==> config.mk <==
export PLATFORM = sky130hd
export DESIGN_NAME = positional_list_engine_top
export DESIGN_NICKNAME = d
export VERILOG_FILES = /design/src/hw/rtl/ple_pkg.sv /design/src/hw/rtl/ple_cell.sv /design/src/hw/rtl/ple_rsp_queue.sv /design/src/hw/rtl/positional_list_engine_top.sv
export VERILOG_INCLUDE_DIRS = /design/src /design/src/hw/rtl
export SDC_FILE = /design/constraint.sdc
export NUM_CORES = 2
export LEC_CHECK = 0
export BUFFER_PORTS_ARGS = -buffer_cell sky130_fd_sc_hd__clkbuf_2
export CORE_MARGIN = 2
export CORE_UTILIZATION = 40
export CTS_BUF_LIST = sky130_fd_sc_hd__clkbuf_8
export CTS_CLUSTER_SIZE = 8
export DETAILED_ROUTE_END_ITERATION = 16
export GPL_ROUTABILITY_DRIVEN = 0
export REMOVE_ABC_BUFFERS = 1
export SLEW_MARGIN = 15
export SYNTH_ARGS = -nofsm -noshare
export SYNTH_HDL_FRONTEND = slang
export SYNTH_HIERARCHICAL = 1
export SYNTH_SLANG_ARGS = --single-unit
==> constraint.sdc <==
create_clock -name clock -period 24.4 [get_ports clock]
set_input_delay 1.22 -clock clock [delete_from_list [all_inputs] [get_ports clock]]
set_output_delay 1.22 -clock clock [all_outputs]
set_load 0.1 [all_outputs]
==> src/hw/rtl/assert_macros.svh <==
// Assertion macros used by the list engine top level.
`ifndef ASSERT_MACROS_SVH
`define ASSERT_MACROS_SVH

// Clocked assertion that is switched off while reset is high.
`define PLE_ASSERT(lbl, clk, rst, prop, msg) \
   lbl: assert property (@(posedge clk) disable iff (rst) prop) else $error(msg);

// Clocked assertion that also holds during reset.
`define PLE_ASSERT_ALWAYS(lbl, clk, prop, msg) \
   lbl: assert property (@(posedge clk) prop) else $error(msg);

`endif

==> src/hw/rtl/ple_pkg.sv <==
// Shared types and constants of the positional list engine.
`timescale 1ns / 1ps
package ple_pkg;

   // Defaults for the top-level parameters.
   localparam int CAPACITY_DEF   = 32;
   localparam int DATA_WIDTH_DEF = 32;

   // Cell index width: covers the largest supported capacity (64 cells).
   localparam int CELL_IDX_W = 6;

   // Fixed field widths.
   localparam int OPCODE_W   = 3;
   localparam int VALUE_W    = 32;
   localparam int POSITION_W = 6;
   localparam int STATUS_W   = 2;
   localparam int COUNT_W    = 6;

   // Operation codes of an input item.
   typedef enum logic [OPCODE_W-1:0] {
      OP_INS_FRONT = 3'd0,
      OP_INS_BACK  = 3'd1,
      OP_INS_POS   = 3'd2,
      OP_DEL_FRONT = 3'd3,
      OP_DEL_BACK  = 3'd4,
      OP_DEL_POS   = 3'd5,
      OP_READ_ALL  = 3'd6
   } op_type;

   // Status codes of a result item.
   typedef enum logic [STATUS_W-1:0] {
      STAT_OK      = 2'd0,
      STAT_BAD_POS = 2'd1,
      STAT_FULL    = 2'd2,
      STAT_EMPTY   = 2'd3
   } status_type;

   // What every cell of the chain does on a command.
   typedef enum logic [1:0] {
      CELL_HOLD,
      CELL_INSERT,
      CELL_DELETE,
      CELL_ROTATE
   } cell_kind_type;

   // Command broadcast along the chain.
   typedef struct packed {
      cell_kind_type         kind;
      logic [CELL_IDX_W-1:0] idx;   // Target cell of an insert or delete.
      logic [CELL_IDX_W-1:0] last;  // Last occupied cell, for a rotate.
   } cell_cmd_type;

   // One result item.
   typedef struct packed {
      status_type           status;
      logic [VALUE_W-1:0]   entry_value;
      logic [COUNT_W-1:0]   entry_count;
      logic                 final_item;
   } rsp_item_type;

   typedef enum logic {
      ST_IDLE,
      ST_READ
   } ple_state_type;

endpackage

==> src/hw/rtl/ple_cell.sv <==
// One storage cell of the shifting list chain.
`timescale 1ns / 1ps
module ple_cell
   import ple_pkg::*;
#(
   parameter int DATA_WIDTH = DATA_WIDTH_DEF,
   parameter int INDEX      = 0
) (
   input  logic                  clock,
   input  cell_cmd_type          cmd,
   input  logic [DATA_WIDTH-1:0] ins_value,
   input  logic [DATA_WIDTH-1:0] left_value,
   input  logic [DATA_WIDTH-1:0] right_value,
   input  logic [DATA_WIDTH-1:0] head_value,
   output logic [DATA_WIDTH-1:0] value_ff
);

   localparam logic [CELL_IDX_W-1:0] MY_IDX = CELL_IDX_W'(INDEX);

   logic [DATA_WIDTH-1:0] value_in;

   // Pick the neighbor, the new value or the head according to the command.
   always_comb begin
      value_in = value_ff;
      unique case (cmd.kind)
         CELL_INSERT: begin
            if (MY_IDX > cmd.idx) begin
               value_in = left_value;
            end else if (MY_IDX == cmd.idx) begin
               value_in = ins_value;
            end
         end
         CELL_DELETE: begin
            if (MY_IDX >= cmd.idx) begin
               value_in = right_value;
            end
         end
         CELL_ROTATE: begin
            if (MY_IDX == cmd.last) begin
               value_in = head_value;
            end else begin
               value_in = right_value;
            end
         end
         default: begin
            value_in = value_ff;
         end
      endcase
   end

   // Payload register, no reset.
   always_ff @(posedge clock) begin
      value_ff <= value_in;
   end

endmodule

==> src/hw/rtl/ple_rsp_queue.sv <==
// Two-entry result queue that decouples the list from the result channel.
`timescale 1ns / 1ps
module ple_rsp_queue
   import ple_pkg::*;
(
   input  logic         clock,
   input  logic         reset,
   input  logic         push,
   input  rsp_item_type push_item,
   output logic         push_ready,
   output logic         rsp_valid,
   input  logic         rsp_ready,
   output rsp_item_type rsp_item
);

   logic [1:0]   count_ff, count_in;
   rsp_item_type slot0_ff, slot0_in;
   rsp_item_type slot1_ff, slot1_in;
   logic         pop;

   assign push_ready = (count_ff != 2'd2);
   assign rsp_valid  = (count_ff != 2'd0);
   assign rsp_item   = slot0_ff;
   assign pop        = rsp_valid && rsp_ready;

   // Queue bookkeeping; a push only comes while there is room.
   always_comb begin
      count_in = count_ff;
      slot0_in = slot0_ff;
      slot1_in = slot1_ff;
      if (pop) begin
         slot0_in = slot1_ff;
      end
      if (push) begin
         if (count_ff == 2'd0 || (count_ff == 2'd1 && pop)) begin
            slot0_in = push_item;
         end else begin
            slot1_in = push_item;
         end
      end
      count_in = count_ff + 2'(push) - 2'(pop);
   end

   always_ff @(posedge clock) begin
      if (reset) begin
         count_ff <= 2'd0;
      end else begin
         count_ff <= count_in;
      end
   end

   always_ff @(posedge clock) begin
      slot0_ff <= slot0_in;
      slot1_ff <= slot1_in;
   end

endmodule

==> src/hw/rtl/positional_list_engine_top.sv <==
// Top level of the positional list engine: control, cell chain and result queue.
//
// The block keeps an ordered list of up to CAPACITY values in a chain of cells.
// Input items arrive on the req_ stream: opcode, value and 1-based position.
// Insert and delete shift the cells at and behind the target place and give one
// result item with a status and the new entry count. A read-out rotates the chain
// by one cell per cycle while the queue has room and gives one result item per
// entry, in order, with rsp_tlast on the last; an empty list gives one result with
// the empty status. Opcode 7 is dropped without a result. rsp_tvalid rises in the
// cycle after acceptance for an insert, a delete or an empty read-out; the first
// result of a read-out is pushed from the read state that follows acceptance. An
// insert or delete leaves the block idle, so the next item can follow while the
// queue has room; a read-out holds req_tready low through one rotation step per
// entry and while the queue is full. Results go through a two-entry queue, so an
// item is still accepted while one finished result waits; when the receiver stalls
// and the queue is full, req_tready drops. Reset empties the list and the queue at
// once; no clearing pass runs, as cells beyond the entry count are never read.
`timescale 1ns / 1ps
`include "assert_macros.svh"
module positional_list_engine_top
   import ple_pkg::*;
#(
   parameter int CAPACITY   = CAPACITY_DEF,
   parameter int DATA_WIDTH = DATA_WIDTH_DEF
) (
   input  logic        clock,
   input  logic        reset,
   // Input items.
   input  logic        req_tvalid,
   output logic        req_tready,
   input  logic [47:0] req_tdata,   // opcode[2:0], value[34:3], position[40:35], zero fill
   // Result items.
   output logic        rsp_tvalid,
   input  logic        rsp_tready,
   output logic [39:0] rsp_tdata,   // entry_value[31:0], entry_count[37:32], zero fill
   output logic [1:0]  rsp_tuser,   // status[1:0]
   output logic        rsp_tlast    // final_item
);

   localparam int OCC_W = $clog2(CAPACITY + 1);
   localparam int EXT_W = (DATA_WIDTH < VALUE_W) ? DATA_WIDTH : VALUE_W;

   // Input field decode.
   logic [OPCODE_W-1:0]   req_opcode;
   logic [VALUE_W-1:0]    req_value;
   logic [POSITION_W-1:0] req_position;
   logic                  req_acc;

   assign req_opcode   = req_tdata[2:0];
   assign req_value    = req_tdata[34:3];
   assign req_position = req_tdata[40:35];
   assign req_acc      = req_tvalid && req_tready;

   // Control state.
   ple_state_type state_ff, state_in;
   logic [OCC_W-1:0] occ_ff, occ_in;
   logic [OCC_W-1:0] rd_cnt_ff, rd_cnt_in;

   // Comparison helpers, wide enough for occupancy plus one.
   logic [7:0] pos8, occ8, occ_last8;
   assign pos8      = 8'(req_position);
   assign occ8      = 8'(occ_ff);
   assign occ_last8 = occ8 - 8'd1;

   // Chain signals.
   cell_cmd_type          cmd;
   logic [DATA_WIDTH-1:0] ins_value;
   logic [DATA_WIDTH-1:0] cell_q [CAPACITY];
   logic [VALUE_W-1:0]    head_ext;

   // Queue signals.
   logic         q_push, q_ready;
   rsp_item_type q_item, out_item;
   status_type   stat;
   logic         rd_final;

   // Value width adaption in both directions.
   always_comb begin
      ins_value = '0;
      ins_value[EXT_W-1:0] = req_value[EXT_W-1:0];
      head_ext = '0;
      head_ext[EXT_W-1:0] = cell_q[0][EXT_W-1:0];
   end

   assign rd_final = (8'(rd_cnt_ff) == occ_last8);

   // Input is taken only while idle and the queue has room.
   assign req_tready = (state_ff == ST_IDLE) && q_ready;

   // Next state, chain command and result generation.
   always_comb begin
      state_in   = state_ff;
      occ_in     = occ_ff;
      rd_cnt_in  = rd_cnt_ff;
      cmd        = '{kind: CELL_HOLD, idx: '0, last: CELL_IDX_W'(occ_last8)};
      stat       = STAT_OK;
      q_push     = 1'b0;
      unique case (state_ff)
         ST_IDLE: begin
            if (req_acc) begin
               q_push = 1'b1;
               unique case (op_type'(req_opcode))
                  OP_INS_FRONT, OP_INS_BACK, OP_INS_POS: begin
                     if (op_type'(req_opcode) == OP_INS_POS &&
                         (pos8 == 8'd0 || pos8 > occ8 + 8'd1)) begin
                        stat = STAT_BAD_POS;
                     end else if (occ8 == 8'(CAPACITY)) begin
                        stat = STAT_FULL;
                     end else begin
                        cmd.kind = CELL_INSERT;
                        priority if (op_type'(req_opcode) == OP_INS_FRONT) begin
                           cmd.idx = '0;
                        end else if (op_type'(req_opcode) == OP_INS_BACK) begin
                           cmd.idx = CELL_IDX_W'(occ8);
                        end else begin
                           cmd.idx = CELL_IDX_W'(pos8 - 8'd1);
                        end
                        occ_in = occ_ff + OCC_W'(1);
                     end
                  end
                  OP_DEL_FRONT, OP_DEL_BACK, OP_DEL_POS: begin
                     if (occ8 == 8'd0) begin
                        stat = STAT_EMPTY;
                     end else if (op_type'(req_opcode) == OP_DEL_POS &&
                                  (pos8 == 8'd0 || pos8 > occ8)) begin
                        stat = STAT_BAD_POS;
                     end else begin
                        cmd.kind = CELL_DELETE;
                        priority if (op_type'(req_opcode) == OP_DEL_FRONT) begin
                           cmd.idx = '0;
                        end else if (op_type'(req_opcode) == OP_DEL_BACK) begin
                           cmd.idx = CELL_IDX_W'(occ_last8);
                        end else begin
                           cmd.idx = CELL_IDX_W'(pos8 - 8'd1);
                        end
                        occ_in = occ_ff - OCC_W'(1);
                     end
                  end
                  OP_READ_ALL: begin
                     if (occ8 == 8'd0) begin
                        stat = STAT_EMPTY;
                     end else begin
                        // The read-out itself starts in the next cycle.
                        q_push    = 1'b0;
                        state_in  = ST_READ;
                        rd_cnt_in = '0;
                     end
                  end
                  default: begin
                     q_push = 1'b0;
                  end
               endcase
            end
         end
         ST_READ: begin
            // Emit the head cell and rotate the occupied part of the chain.
            if (q_ready) begin
               q_push   = 1'b1;
               cmd.kind = CELL_ROTATE;
               if (rd_final) begin
                  state_in  = ST_IDLE;
                  rd_cnt_in = '0;
               end else begin
                  rd_cnt_in = rd_cnt_ff + OCC_W'(1);
               end
            end
         end
         default: begin
            state_in = ST_IDLE;
         end
      endcase
   end

   // Result item for the queue.
   always_comb begin
      if (state_ff == ST_READ) begin
         q_item = '{status: STAT_OK, entry_value: head_ext,
                    entry_count: COUNT_W'(occ_ff), final_item: rd_final};
      end else begin
         q_item = '{status: stat, entry_value: '0,
                    entry_count: COUNT_W'(occ_in), final_item: 1'b1};
      end
   end

   // Control registers.
   always_ff @(posedge clock) begin
      if (reset) begin
         state_ff  <= ST_IDLE;
         occ_ff    <= '0;
         rd_cnt_ff <= '0;
      end else begin
         state_ff  <= state_in;
         occ_ff    <= occ_in;
         rd_cnt_ff <= rd_cnt_in;
      end
   end

   // Chain of cells; each takes from its left or right neighbor, the new value or the head.
   for (genvar i = 0; i < CAPACITY; i++) begin : g_cell
      logic [DATA_WIDTH-1:0] left_v;
      logic [DATA_WIDTH-1:0] right_v;
      if (i == 0) begin : g_first
         assign left_v = ins_value;
      end else begin : g_inner_l
         assign left_v = cell_q[i-1];
      end
      if (i == CAPACITY - 1) begin : g_last
         assign right_v = cell_q[i];
      end else begin : g_inner_r
         assign right_v = cell_q[i+1];
      end
      ple_cell #(
         .DATA_WIDTH (DATA_WIDTH),
         .INDEX      (i)
      ) u_cell (
         .clock       (clock),
         .cmd         (cmd),
         .ins_value   (ins_value),
         .left_value  (left_v),
         .right_value (right_v),
         .head_value  (cell_q[0]),
         .value_ff    (cell_q[i])
      );
   end

   // Result queue.
   ple_rsp_queue u_rsp_queue (
      .clock      (clock),
      .reset      (reset),
      .push       (q_push),
      .push_item  (q_item),
      .push_ready (q_ready),
      .rsp_valid  (rsp_tvalid),
      .rsp_ready  (rsp_tready),
      .rsp_item   (out_item)
   );

   assign rsp_tdata = {2'b00, out_item.entry_count, out_item.entry_value};
   assign rsp_tuser = out_item.status;
   assign rsp_tlast = out_item.final_item;

   // The entry count never passes the capacity.
   `PLE_ASSERT(a_occ_bound, clock, reset, (occ_ff <= OCC_W'(CAPACITY)), "occupancy over capacity")
   // No item is taken during a read-out.
   `PLE_ASSERT(a_read_blocks, clock, reset, (state_ff == ST_READ |-> !req_tready), "accept in read-out")
   // A read-out of a non-empty list enters the read state.
   `PLE_ASSERT(a_read_start, clock, reset, (req_acc && req_opcode == OP_READ_ALL && occ_ff != '0 |=> state_ff == ST_READ), "read-out did not start")
   // The list does not change size while it is read out.
   `PLE_ASSERT(a_read_stable, clock, reset, (state_ff == ST_READ |=> occ_ff == $past(occ_ff)), "count changed in read-out")

endmodule
[Yosys cells after proc, flatten, opt, wreduce, memory -nomap -nowiden]
Cells that the tools add are included.
Word-level totals
  bits in registers: 1121
  word-level logic and storage cells: 525
  bits of input ports: 52
  output and inout port bits: 45
Operators by class
  mux-type cells: 207
  reductions and logical operators: 55
  equality and inequality tests: 144
  $add $sub $neg: 8
  bitwise logic cells: 2
  $lt $le $gt $ge: 65
Operators with widths (number)
  32-bit 2-to-1 mux: 127
  32-bit one-hot mux with 3 select lines: 31
  5-bit by 6-bit equality test with 1-bit output (first input constant): 32
  41-bit 2-to-1 mux: 4
  4-bit by 6-bit equality test with 1-bit output (first input constant): 16
  5-bit by 6-bit > comparator with 1-bit output (first input constant): 16
  6-bit 2-to-1 mux: 16
  3-bit by 1-bit != test with 1-bit output (second input constant): 32
  3-bit AND reduction: 31
  5-bit by 6-bit greater-or-equal comparator with 1-bit output (first input constant): 15
  2-bit by 1-bit != test with 1-bit output (second input constant): 34
  32-bit one-hot mux with 2 select lines: 1
  3-bit by 6-bit equality test with 1-bit output (first input constant): 8
  4-bit by 6-bit greater-or-equal comparator with 1-bit output (first input constant): 8
  4-bit by 6-bit > comparator with 1-bit output (first input constant): 8
  2-bit by 6-bit equality test with 1-bit output (first input constant): 4
  3-bit by 6-bit greater-or-equal comparator with 1-bit output (first input constant): 4
  3-bit by 6-bit > comparator with 1-bit output (first input constant): 4
  8-bit 2-to-1 mux: 3
  6-bit one-hot mux with 2 select lines: 2
  8-bit logical NOT: 2
  8-bit one-hot mux with 2 select lines: 1
  7-bit 2-to-1 mux: 2
  6-bit by 1-bit adder with 6-bit output (second input constant): 2
  37 further kinds: 78

[Longest topological paths before layout]
  word-level depth: 12
  depth in mapped cells: 17
  gate-level depth less buffers: 14

[By module]
The synthesis kept the hierarchy.
Modules (own cells, without submodules)
  ple_rsp_queue: instances 1, area an instance 3208.1 µm², sequential area each 2092.0 µm², cells an instance 190
  ple_cell at g_cell[9].u_cell: instances 1, area an instance 2989.1 µm², sequential area each 960.9 µm², cells an instance 315
  ple_cell at g_cell[12].u_cell: instances 1, area an instance 2660.1 µm², sequential area each 960.9 µm², cells an instance 226
  ple_cell at g_cell[4].u_cell: instances 1, area an instance 2368.5 µm², sequential area each 960.9 µm², cells an instance 225
  ple_cell at g_cell[17].u_cell: instances 1, area an instance 2362.3 µm², sequential area each 960.9 µm², cells an instance 236
  ple_cell at g_cell[8].u_cell: instances 1, area an instance 2349.8 µm², sequential area each 960.9 µm², cells an instance 224
  ple_cell at g_cell[24].u_cell: instances 1, area an instance 2339.7 µm², sequential area each 960.9 µm², cells an instance 222
  ple_cell at g_cell[16].u_cell: instances 1, area an instance 2309.7 µm², sequential area each 960.9 µm², cells an instance 234
  ple_cell at g_cell[30].u_cell: instances 1, area an instance 2297.2 µm², sequential area each 960.9 µm², cells an instance 257
  ple_cell at g_cell[7].u_cell: instances 1, area an instance 2264.7 µm², sequential area each 960.9 µm², cells an instance 233
  ple_cell at g_cell[2].u_cell: instances 1, area an instance 2228.4 µm², sequential area each 960.9 µm², cells an instance 236
  ple_cell at g_cell[10].u_cell: instances 1, area an instance 2185.8 µm², sequential area each 960.9 µm², cells an instance 184
  ple_cell at g_cell[18].u_cell: instances 1, area an instance 2180.8 µm², sequential area each 960.9 µm², cells an instance 183
  positional_list_engine_top: instances 1, area an instance 2180.8 µm², sequential area each 260.2 µm², cells an instance 308
  +20 rows

[Worst setup path after synthesis]
Ideal clock, no wire load.
  kind: reg-to-reg
  from: register occ_ff[0]
  to: register g_cell[31].u_cell.value_ff[0], enable pin
  arrival: 10.859 ns
  path buffers: 1
  cell stages (with the launch flop): 13
  slack: 12.836 ns
  data required time: 23.695 ns
  library setup time: 0.705 ns
  clock period less this slack: 11.564 ns
  cells stage by stage: dfxtp_1 -> clkbuf_1 -> inv_1 -> ha_1 -> inv_1 -> ha_1 -> nand3b_1 -> a21o_1 -> a21oi_1 -> o31ai_2 -> nand3_1 -> a21oi_1 -> a21oi_1
RTL lines
  from (decl): line positional_list_engine_top.sv:56  | logic [OCC_W-1:0] occ_ff, occ_in;
  from (signal assigned): line positional_list_engine_top.sv:193  | occ_ff <= occ_in;
  to (signal assigned): line ple_cell.sv:53  | value_ff <= value_in;
  to (decl): line ple_cell.sv:15  | output logic [DATA_WIDTH-1:0] value_ff

==> flow_metrics.env <==
export IMPL_p_switching_uw=2450
export IMPL_drtPass1Iterations=8
export IMPL_grtUsageMet2_pct=42.0
export IMPL_slew_headroom_pct=17.8
export IMPL_drive_above_1_share_pct=15.8
export IMPL_cts_buffer_depth=3
export IMPL_fp_dieW_um=436
export IMPL_ys_types=130
export IMPL_die_y_um=436
export IMPL_power_uw=6500
export IMPL_cts_htree_levels=4
export IMPL_grt_pass1_vias=61000
export IMPL_cts_clk_slew_worst_paths_ns=0.06
export IMPL_clk_latency_ns=0.97
export IMPL_cts_root_buf="clkbuf_8"
export IMPL_comb_power_share_pct=30.7
export IMPL_mostFrequentLayoutCell="edfxtp_1"
export IMPL_numCtsBuffers=199
export IMPL_outcome="finished, final reports clean"
export IMPL_num_vias=63700
export IMPL_viasPerCell=6.73
export IMPL_crit_chain="inv_4 > ha_1 > nor4b_4 > and2_2 > o21bai_1 > a21oi_1 > a21oi_1 > nor2b_4 > buf_4 > buf_4 > buf_4 > inv_1 > nor3_4 > buf_4 > nand2_1 > o221ai_2"
export IMPL_holdBufCountCts=0
export IMPL_drt_drc_violations_left=0
export IMPL_finalWirelength_um=282000
export IMPL_synth_area_leaders="edfxtp_1 43%, mux2i_1 7.9%, o221ai_2 4.2%"
export IMPL_grt_use_met1_pct=38.5
export IMPL_start_util_pct=40.3
export IMPL_fin_skew_ns=0.0568
export IMPL_cpMaxStageDelayCell="buf_4"
export IMPL_design_area_sq_um=79600
export IMPL_io_buffers=87
export IMPL_num_io_pins=97
export IMPL_holdCritPathClass="reg -> reg"
export IMPL_yosysSeqAreaShare_pct=44.3
export IMPL_syn2layout_area_growth_pct=6.67
export IMPL_grtUsageTotal_pct=28.3
export IMPL_fin_crit_sh_pct=29.8
export IMPL_cap_violations=0
export IMPL_max_stage_delay_ns=0.79
export IMPL_arrival_ns=7.98
export IMPL_setup_viol=0
export IMPL_fmax_mhz=138
export IMPL_power_density_nw_per_um2=81.6
export IMPL_wl_per_cell_um=29.8
export IMPL_mostFrequentLayoutCells="1065 x edfxtp_1, 590 x mux2i_1, 541 x inv_1"
export IMPL_cts_tree="built"
export IMPL_startpoint_type="register"
export IMPL_syn_avg_cell_area_sq_um=10.6
export IMPL_grt_busiest_layer="met2"
export IMPL_synth_area_sq_um=74600
export IMPL_fin_crit_ns=7.26
export IMPL_placed_area_sq_um=76000
export IMPL_switching_share_pct=37.7
export IMPL_cts_sinks=1121
export IMPL_synth_edf_count=1065
export IMPL_grt_max_degree=204
export IMPL_pwr_share_seq_pct=43.9
export IMPL_synth_top_area_share_pct=42.8
export IMPL_overflow=0
export IMPL_yosysTopAreaCell="edfxtp_1"
export IMPL_ys_warnings_count=6
export IMPL_dp_hpwl_um=168000
export IMPL_intPower_uw=4050
export IMPL_grtUsageMet3_pct=6.55
export IMPL_cts_repair_resized=0
export IMPL_irDropWorstVdd_mv=0.0566
export IMPL_rows=158
export IMPL_postCtsSetupRepairBufs=0
export IMPL_rsz0062_at_grt="false"
export IMPL_drt_initial_drc_count=9368
export IMPL_synth_seq_cells=1121
export IMPL_critPathKind="reg -> reg"
export IMPL_core_area_sq_um=185000
export IMPL_tns_ns=0
export IMPL_critPathMostFrequentCell="buf_4"
export IMPL_async_flop_share_pct=0
export IMPL_grt_pass1_wl_um=413000
export IMPL_nets=6892
export IMPL_hold_violations=0
export IMPL_clockPowerShare_pct=25.4
export IMPL_synthFlopType="edfxtp_1"
export IMPL_synthCells=7012
export IMPL_antenna_found_initial=4
export IMPL_design_die_area_sq_um=190000
export IMPL_leakage_uw=0.0297
export IMPL_critPathRequiredTime_ns=25.12
export IMPL_cp_end_kind="register"
export IMPL_worst_slew_pin_slew_ns=1.23
export IMPL_slew_violations=0
export IMPL_cp_max_fo=71
export IMPL_ant_nets=0
-- registers in the layout (all words and copies together) (netlist names) --
| register | flops |
|---|---|
| u_rsp_queue/count_ff | 2 |
| state_ff | 1 |
| u_rsp_queue/slot1_ff | 41 |
| rd_cnt_ff | 6 |
| g_cell.u_cell/value_ff | 1024 |
| u_rsp_queue/rsp_item | 41 |
| occ_ff | 6 |
-- power groups by stage --
stage / logic, uW / clock network, uW / registers [uW]
finish: 2000 / 1650 / 2850
global route: 2110 / 1740 / 2870
CTS: 1940 / 1670 / 2840
detailed placement: 1930 / 0 / 2880
global placement: 1890 / 0 / 2870
floorplan: 1860 / 0 / 2940
-- per-layer routing --
metal  routed length (um)  vias to the layer above  share of wire (%)
met1               113000                    31500                 40
met5                   13                        -             0.0046
met3                31700                      785                 11
met2               123000                     4301                 43
met4                15500                        2                5.5
li1                     -                    27200                  -
-- worst max-delay path: cells and delay by family, from the launching register on --
family                   cells  cell delay, ns
adder cells (fa/ha/maj)      1            0.32
AND/OR/NAND/NOR              5            1.81
flip-flops                   1            0.62
buffers and inverters        6            3.22
AO/OA/AOI/OAI                4            0.92
-- synth_stat cells, types with 156 or more instances --
cell	n
nand2_1	490
nand3_1	213
clkbuf_1	318
a21oi_1	269
o221ai_2	211
mux2i_1	590
o31a_1	156
a22oi_1	345
edfxtp_1	1065
a32oi_1	162
a31oi_1	173
o21ai_0	285
o21ai_1	404
buf_2	181
inv_1	464
-- cell type report --
cell class	count	area [sq um]
fill	17600	106000
inverter	465	1750
sequential	1121	33100
timing repair buffer	310	2160
tap	2480	3100
antenna	3	7.51
clock buffer	205	2820
multi-input combinational	4725	36000
clock inverter	163	733
-- kinds of logic after synthesis --
| kind of cell | share of synthesized area [%] |
|---|---|
| other | 0.00502 |
| buffers and inverters | 8.06 |
| adder cells (fa/ha/maj) | 0.624 |
| flip-flops | 44.3 |
| AND/OR/NAND/NOR | 10.0 |
| XOR/XNOR | 0.312 |
| multiplexers | 11.0 |
| AO/OA/AOI/OAI | 25.6 |
-- final timing paths --
check	from	endpoint	slack, ns	cells past startpoint
max reg2reg	occ_ff[0]	g_cell[22].u_cell/value_ff[16]	17.14	16
max	occ_ff[0]	g_cell[22].u_cell/value_ff[16]	17.14	16
min	rd_cnt_ff[5]	rd_cnt_ff[5]	0.52	2
min reg2reg	rd_cnt_ff[5]	rd_cnt_ff[5]	0.52	2
-- per-stage QoR --
| stage | hold slack (ns) | util [%] | std cells | setup WS, ns |
|---|---|---|---|---|
| 6_report | 0.524 | 42.9 | 9472 | 17.14 |
| 3_5_place_dp | 0.520 | 41.0 | 9101 | 16.97 |
| 4_1_cts | 0.534 | 42.9 | 9469 | 17.31 |
| 2_1_floorplan | 0.481 | - | 6311 | -78.17 |
| 5_1_grt | 0.541 | 42.9 | 9470 | 16.76 |
| 3_3_place_gp | 0.505 | 41.0 | 9100 | 16.99 |
(Power assumes the default switching activity.)
